<file path="src/rtl/csm_pkg.sv">
package csm_pkg;

	localparam int MAX_COLUMNS = 1024;
	localparam int COL_W = 10;
	localparam int ADDR_W = $clog2(MAX_COLUMNS);
	localparam int DATA_W = 32;
	localparam int ACC_W = 48;
	localparam int ROW_W = 16;
	localparam int QDEPTH = 4;
	localparam int QPTR_W = $clog2(QDEPTH);

	localparam logic [1:0] ACT_WRITE = 2'd0;
	localparam logic [1:0] ACT_ENTRY = 2'd1;
	localparam logic [1:0] ACT_EOR = 2'd2;

	typedef struct packed {
		logic [1:0] action;
		logic [COL_W-1:0] column;
		logic signed [DATA_W-1:0] value;
	} item_t;

	typedef struct packed {
		logic valid;
		item_t item;
	} q_head_t;

endpackage

</file>
<file path="src/rtl/csm_in_if.sv">
interface csm_in_if
	import csm_pkg::*;
();
	logic valid;
	logic ready;
	logic [1:0] action;
	logic [COL_W-1:0] column;
	logic signed [DATA_W-1:0] value;

	modport source (output valid, output action, output column, output value, input ready);
	modport sink (input valid, input action, input column, input value, output ready);
endinterface

</file>
<file path="src/rtl/csm_front.sv">
module csm_front
	import csm_pkg::*;
(
	input  logic clk,
	input  logic arst_n,
	csm_in_if.sink items,
	input  logic pop,
	output q_head_t head
);
	item_t q_mem_q [QDEPTH];
	logic [QPTR_W-1:0] wr_ptr_q;
	logic [QPTR_W-1:0] rd_ptr_q;
	logic [QPTR_W:0] count_q;
	logic accept;
	logic push;
	logic do_pop;

	assign items.ready = (count_q != (QPTR_W+1)'(QDEPTH));
	assign accept = items.valid && items.ready;
	// drop the unused action code
	assign push = accept && (items.action inside {ACT_WRITE, ACT_ENTRY, ACT_EOR});
	assign do_pop = pop && (count_q != '0);

	assign head.valid = (count_q != '0);
	assign head.item = q_mem_q[rd_ptr_q];

	always_ff @(posedge clk) begin
		if (push) begin
			q_mem_q[wr_ptr_q] <= '{action: items.action, column: items.column,
				value: items.value};
		end
	end

	always_ff @(posedge clk or negedge arst_n) begin
		if (!arst_n) begin
			wr_ptr_q <= '0;
			rd_ptr_q <= '0;
			count_q <= '0;
		end else begin
			if (push) begin
				wr_ptr_q <= wr_ptr_q + 1'b1;
			end
			if (do_pop) begin
				rd_ptr_q <= rd_ptr_q + 1'b1;
			end
			case ({push, do_pop})
				2'b10: count_q <= count_q + 1'b1;
				2'b01: count_q <= count_q - 1'b1;
				default: count_q <= count_q;
			endcase
		end
	end
endmodule

</file>
<file path="src/flat_wrapper.sv">
// flat-port wrapper written by rule: the top's interface ports become plain ports
module csm_front_flat import csm_pkg::*;
  (clk, arst_n, pop, head, items_valid, items_action, items_column, items_value, items_ready);
  csm_in_if items_i ();
  input  logic clk;
  input  logic arst_n;
  input  logic pop;
  output q_head_t head;
  input wire logic [$bits(items_i.valid)-1:0] items_valid;
  input wire logic [$bits(items_i.action)-1:0] items_action;
  input wire logic [$bits(items_i.column)-1:0] items_column;
  input wire logic [$bits(items_i.value)-1:0] items_value;
  output wire logic [$bits(items_i.ready)-1:0] items_ready;
  assign items_i.valid = items_valid;
  assign items_i.action = items_action;
  assign items_i.column = items_column;
  assign items_i.value = items_value;
  assign items_ready = items_i.ready;
  csm_front u_core (.clk(clk), .arst_n(arst_n), .items(items_i), .pop(pop), .head(head));
endmodule
</file>
<file path="config.mk">
export PLATFORM = sky130hd
export DESIGN_NAME = csm_front_flat
export DESIGN_NICKNAME = d
export VERILOG_FILES = /design/src/rtl/csm_pkg.sv /design/src/rtl/csm_in_if.sv /design/src/rtl/csm_front.sv /design/src/flat_wrapper.sv
export SDC_FILE = /design/constraint.sdc
export NUM_CORES = 1
export LEC_CHECK = 0
export BUFFER_PORTS_ARGS = -buffer_cell sky130_fd_sc_hd__buf_4
export CAP_MARGIN = 15
export CORE_MARGIN = 1
export CORE_UTILIZATION = 35
export DETAILED_ROUTE_END_ITERATION = 8
export PLACE_DENSITY = 0.64
export SLEW_MARGIN = 30
export SYNTH_ARGS = -nofsm -noshare
export SYNTH_HDL_FRONTEND = slang
export SYNTH_SLANG_ARGS = --single-unit
export TNS_END_PERCENT = 10
</file>
<file path="constraint.sdc">
create_clock -name clk -period 3.6 [get_ports clk]
set_clock_uncertainty 0.1 [all_clocks]
set_input_delay 0.72 -clock clk [delete_from_list [all_inputs] [get_ports clk]]
set_output_delay 0.72 -clock clk [all_outputs]
set_load 0.02 [all_outputs]
</file>
After elaboration in Yosys (flattened, before gate mapping):

Memory sizes are Yosys's and may differ from the RTL's.
Cells that the tools add are included.

* multiplexer cells: 3
* equal/unequal tests: 5
* reductions and logical operators: 7
* add/sub/neg operators: 4

Operators by type and width (number)
* 3-bit one-hot mux with 2 select lines: 1
* 3-bit nonzero test: 2
* 2-bit by 1-bit adder with 2-bit output, second input constant: 2
* 2-bit by 1-bit equality test with 1-bit output, second input constant: 2
* 2-bit equality test, second input constant: 2
* 3-bit by 1-bit adder with 3-bit output, second input constant: 1
* 1-bit logical AND: 3
* 3-bit inequality test, second input constant: 1
* 3-bit by 1-bit subtractor with 3-bit output, second input constant: 1
* 2-bit logical NOT: 1
* 1-bit 2-to-1 mux: 2
* 2-bit nonzero test: 1

* memory bits (writable): 176
* logic and storage cells: 23
* input bits: 48
* flip-flop bits (word level): 7
* memories kept: 1
* output and inout bits: 46

Memories
* u_core.q_mem_q: depth 4, width 44, read ports 1, clocked after memory_dff 0, wr ports 1, line csm_front.sv:10 `item_t q_mem_q [QDEPTH];`

Depth between registers and ports, before layout:

Gate-level depths: netlist of run 1.

* word-level depth: 5
* mapped depth: 10
* depth with buffers taken out: 9

Worst setup path after synthesis of run 1:

OpenSTA, ideal clock, no wires.

* path kind: input to register
* from: input items_action[1]
* to: memory u_core.q_mem_q[1][0] (netlist bit), enable pin
* slack: 0.985 ns
* arrival: 2.109 ns
* library setup time: 0.406 ns
* cell stages on the path: 4
* path through: nand2_1 > and3_1 > buf_6 > and2_1

* word-level cells in the longest chain between the ends: 5
* elaborated cells between the ends (all ways): 7
* those cells by class: 2 x eq/ne; 2 x mux; 3 x reduce/logical

RTL lines
* start, declared: line flat_wrapper.sv:10 `input wire logic [$bits(items_i.action)-1:0] items_action;`
* 2-bit by 1-bit equality test with 1-bit output, or another cell as far along: line csm_front.sv:21 `assign push = accept && (items.action inside {ACT_WRITE, ACT_ENTRY, ACT_EOR});`
* 3-bit nonzero test *: line csm_front.sv:21
* 1-bit logical AND *: line csm_front.sv:21
* 1-bit 2-to-1 mux *: line csm_front.sv:28 `if (push) begin`
* 1-bit 2-to-1 mux (not written as such) *: line csm_front.sv:29 `q_mem_q[wr_ptr_q] <= '{action: items.action, column: items.column,`
* end, declared: line csm_front.sv:10

Every way passes the cells marked *; elsewhere a longest branch is shown, timed or not.

==> qor.csv, run 1 <==
metric,value,unit
tightest_slew,0.584,ns
crit_fanout,26,
post_cts_buffers,0,
cts_hold_buf,1,
syn_area,0.00677,mm^2
nets,432,
leakagePower,2.87,nW
tns,0,ns
place_hpwl,7290,um
vias_per_cell,4.68,
required,2.78,ns
routed_wl,11800,um
portBuffers,93,
dieWidth,141,um
worstPathArrival,2.20,ns
async_flop_share,3.83,%
cts_tree,done,
core,0.0188,mm^2
ys_seq_area_share,80.7,%
post-place-cells,618,
cap_violations,0,
grtUsageTotal,13.0,%
slew_headroom,61.0,%
critPathCaptureType,output port,
num_rows,50,
cts_root_buf,clkbuf_16,
synth_top_flop_cell,edfxtp_1,
synth-edff-count,176,
syn_to_final_growth,24.3,%
synth_top_area_cell,edfxtp_1,
synth_seq_cells,183,
start_util,35.9,%
fin_crit,3.02,ns
setup-violations-final,0,
grt_max_degree,28,
instances_no_fill,650,
ys_top_cells_by_area,"edfxtp_1 (78%), mux4_2 (15%), dfrtp_1 (2.6%), ha_1 (0.92%), buf_2 (0.44%)",
route.detailed.drc,0,
cts-resized-gates,0,
dieArea,0.0199,mm^2
synth.most_common_cell,edfxtp_1,
powerDensity,816,mW/mm^2
finalPower,6.86,mW
critPathLaunchType,register,
cts.clk_slew.worst_paths,0.06,ns
drt_first_pass_iters,4,
diodes,0,
setup.worst_path.class,register to output port,
syn-instance-count,269,
drtIter0Drc,174,
grt_pass1_vias,3359,
ios,94,
slew_viol_final,0,
final_hold_viol_count,0,
clockBufferDepth,2,
outcome,finished clean,
fin_crit_sh,83.8,%
gp_congestion,0.691,
overflow,0,
wire_per_inst,18.2,um
grt_pass1_wl,18300,um
ys_top_cells_by_count,"edfxtp_1 (176), mux4_2 (44), dfrtp_1 (7)",
ant_nets,0,
hold_path.class,input pin to register,
synth_nets,323,
clock-sinks,183,
fmax,332,MHz
postSynthAreaPerCell,25.2,um^2
h-tree-depth,4,
antenna_found_initial,0,
peakVddDrop,0.547,mV
fill_cells,1587,
chipHeight,141,um
yosys_warnings,0,
final_util,44.7,%
vias,3039,
worstSkewPairLatency,0.42,ns
numCtsBuffers,17,
rsz0062_at_grt,false,
drive_gt1_share,45.4,%
synth.top_cell.area_share,78.1,%
synthDistinctLibCells,22,
[stage by stage]
stage	area (um^2)	setup slack [ns]	hold slack, ns
after floorplan	6770	0.985	0.324
after global placement	7850	0.977	0.386
after detailed placement	7850	0.964	0.394
after CTS	8410	0.504	0.376
after global routing	8410	0.435	0.374
final	8410	0.584	0.401
[cells in the final DEF, fill, tap and decap left out, drive strengths merged, types with 2 or more instances in the layout]
master,count
and2,4
buf,100
bufinv,2
clkbuf,23
clkinv,4
dfrtp,7
edfxtp,176
ha,5
inv,7
mux4,44
nand2,2
xnor2,3
xor2,3
[power by group]
| group | internal (mW) | switching [mW] |
|---|---|---|
| clock network | 1.02 | 0.718 |
| logic | 1.07 | 1.12 |
| registers | 2.72 | 0.214 |
[logic make-up (layout without fill, tap and decap cells)]
logic type / after synthesis / after routing / synth area share, %
flops: 183 / 183 / 80.7
xor+xnor: 6 / 6 / 0.777
mux: 46 / 46 / 15.0
simple gates: 10 / 10 / 0.925
compound gates: 1 / 1 / 0.148
buf+inv: 17 / 138 / 1.22
fa+ha+maj: 6 / 6 / 1.22
[routing by layer]
layer | vias to the layer above | share of wire (%) | global-route usage [%]
li1 | 1346 | - | -
met1 | 1609 | 41 | 15.0
met2 | 73 | 53 | 22.1
met3 | 11 | 4.5 | 4.62
met4 | 0 | 1.1 | 4.98
met5 | - | 0 | 0
[cell type report]
type	count	area [um^2]	area share, %
Inverter	6	22.5	0.268
Clock buffer	23	448	5.33
Multi-Input combinational cell	69	1220	14.6
Timing Repair Buffer	101	823	9.79
Tap cell	260	325	3.87
Sequential cell	183	5470	65.0
Clock inverter	8	98.8	1.18
[worst paths after layout]
check                                    from                    end  slack, ns  cells after the start
min in group asynchronous              arst_n      u_core.count_q[1]       0.56                      2
hold / removal                items_value[18]  u_core.q_mem_q[3][18]       0.40                      1
hold reg to reg             u_core.count_q[2]      u_core.count_q[2]       0.41                      1
setup reg to reg            u_core.count_q[0]      u_core.count_q[2]       1.16                      9
setup / recovery           u_core.rd_ptr_q[0]               head[34]       0.58                      3
max in group asynchronous              arst_n     u_core.rd_ptr_q[0]       2.70                      2
[registers in the layout, summed over array words and instances, names as in the netlist]
signal and cells:
u_core.q_mem_q 176, u_core.count_q 3, u_core.rd_ptr_q 2, u_core.wr_ptr_q 2
[worst max-delay path: stages, from the launching register on]
cell and delay (ns):
dfrtp_4 0.73, buf_12 0.30, mux4_2 0.56, buf_4 0.18
Power figures use the tool's default switching activity.
==> inputs of run 2 (changes only) <==
Clock period 3.6 ns to 3.15 ns, I/O delays scaled along.
==> run 2 against run 1 <==
Compared with the run above:
- routed wire length down 0.92%
- sequential cell count unchanged
- worst setup slack worse by 0.31 ns
- highest routed layer unchanged
- sequential power up 12%
- count of clock-buffer cells in the layout down 6
- critical endpoint is now head[15]
==> qor.csv, run 2 (synthesis results as in run 1) <==
metric,value,unit,change
start_util,35.9,%,unchanged
overflow,0,,unchanged
antenna_found_initial,0,,unchanged
place_hpwl,7390,um,+1.3%
final_common_cell,edfxtp_1,,
final_cell_mix,"edfxtp_1 (176), buf_4 (102), mux4_2 (44)",,
drtIter0Drc,118,,-32%
fin_crit,2.87,ns,
grt_max_degree,46,,+64%
chipHeight,141,um,unchanged
slew_viol_final,0,,unchanged
grt_pass1_wl,18100,um,-1.2%
peakVddDrop,0.548,mV,about the same
h-tree-depth,4,,unchanged
worstSkewPairLatency,0.42,ns,about the same
largest_register_ffs,176,,unchanged
drt_first_pass_iters,4,,unchanged
diodes,0,,unchanged
core,0.0188,mm^2,unchanged
syn_to_final_growth,24.7,%,
critPathCaptureType,output port,,
final_hold_viol_count,0,,unchanged
wire_per_inst,18.0,um,-1.1%
crit_fanout,17,,-35%
portBuffers,93,,unchanged
tns,0,ns,unchanged
ios,94,,unchanged
required,2.42,ns,-0.36 ns
largestRegisters,"u_core.q_mem_q (176), u_core.count_q (3)",,
r2r_slack,0.77,ns,-0.39 ns
dieArea,0.0199,mm^2,unchanged
outcome,finished clean,,
cts_root_buf,clkbuf_16,,
num_rows,50,,unchanged
post_cts_buffers,0,,unchanged
drive_gt1_share,46.5,%,+1.2 points
cap_violations,0,,unchanged
dieWidth,141,um,unchanged
grt_pass1_vias,3286,,-2.2%
grtUsageTotal,12.8,%,-0.21 points
gp_congestion,0.721,,+4.4%
vias,2984,,-1.8%
cts_tree,done,,
cts_hold_buf,1,,unchanged
cts.clk_slew.worst_paths,0.06,ns,about the same
powerDensity,942,mW/mm^2,+15%
regMostFlops,u_core.q_mem_q,,
clock-sinks,183,,unchanged
hold_path.class,input pin to register,,
tightest_slew,0.399,ns,-0.185 ns
cts-resized-gates,0,,unchanged
fin_crit_sh,91.2,%,
routed_wl,11700,um,-0.92%
whs,0.308,ns,-0.0923 ns
critPathLaunchType,register,,
fmax,348,MHz,
setup-violations-final,0,,unchanged
leakagePower,2.90,nW,+0.97%
rsz0062_at_grt,false,,
ant_nets,0,,unchanged
vias_per_cell,4.58,,-2.0%
numCtsBuffers,17,,unchanged
setup.worst_path.class,register to output port,,
slew_headroom,73.4,%,+12 points
nets,436,,+0.93%
route.detailed.drc,0,,unchanged
worstPathArrival,2.14,ns,-0.06 ns
clockBufferDepth,2,,unchanged
==> run 2: cell types whose count changed in the layout (fill, tap and decap cells not counted) <==
cell        delta
buf_12         -3
clkinvlp_4     +1
inv_6          -1
clkinv_1       +2
clkbuf_1       -6
bufinv_16      +2
buf_4          +7
clkinv_2       -1
==> run 2: area by class of cell <==
| cell class | instances | area (um^2) |
|---|---|---|
| Fill cell | 1580 | 10400 |
| Tap cell | 260 | 325 |
| Multi-Input combinational cell | 69 | 1220 |
| Inverter | 6 | 22.5 |
| Clock buffer | 17 | 425 |
| Timing Repair Buffer | 105 | 816 |
| Sequential cell | 183 | 5470 |
| Clock inverter | 11 | 160 |
==> run 2: worst max-delay path: stages, from the launching register on <==
cell,delay [ns]
dfrtp_4,0.66
buf_4,0.33
mux4_2,0.54
buf_4,0.17
==> run 2: where the power goes <==
| part | internal, mW | total [mW] | switching [mW] |
|---|---|---|---|
| Clock | 1.30 | 2.11 | 0.814 |
| Sequential | 3.11 | 3.28 | 0.170 |
| Combinational | 1.23 | 2.56 | 1.33 |
==> run 2: path summary, 6_finish.rpt <==
| check | startpoint | to | depth (start not counted) |
|---|---|---|---|
| worst max-delay path | u_core.rd_ptr_q[0] | head[15] | 3 |
| worst min-delay path | items_value[20] | u_core.q_mem_q[3][20] | 1 |
| worst max register to register | u_core.count_q[0] | u_core.count_q[2] | 9 |
| worst min register to register | u_core.count_q[2] | u_core.count_q[2] | 1 |
| max in group asynchronous | arst_n | u_core.rd_ptr_q[0] | 2 |
| min in group asynchronous | arst_n | u_core.count_q[2] | 2 |
==> run 2: metrics by stage <==
step / setup WS (ns) / instance area (um^2) / utilization (%) / instances / total power, mW
floorplan: 0.597 / 6770 / - / 269 / 4.93
global placement: 0.677 / 7840 / 41.7 / 622 / 5.92
detailed placement: 0.650 / 7840 / 41.7 / 622 / 5.97
CTS: 0.191 / 8440 / 44.8 / 651 / 8.10
global route: 0.117 / 8440 / 44.8 / 651 / 8.32
finish: 0.278 / 8440 / 44.8 / 651 / 7.95
==> run 2: routing by layer <==
metal / vias up / track usage, % / share of wire (%)
met5: - / 0 / 0
met4: 0 / 3.95 / 0.89
met2: 70 / 22.6 / 54
met1: 1556 / 14.0 / 40
li1: 1349 / - / -
met3: 9 / 5.16 / 5.1
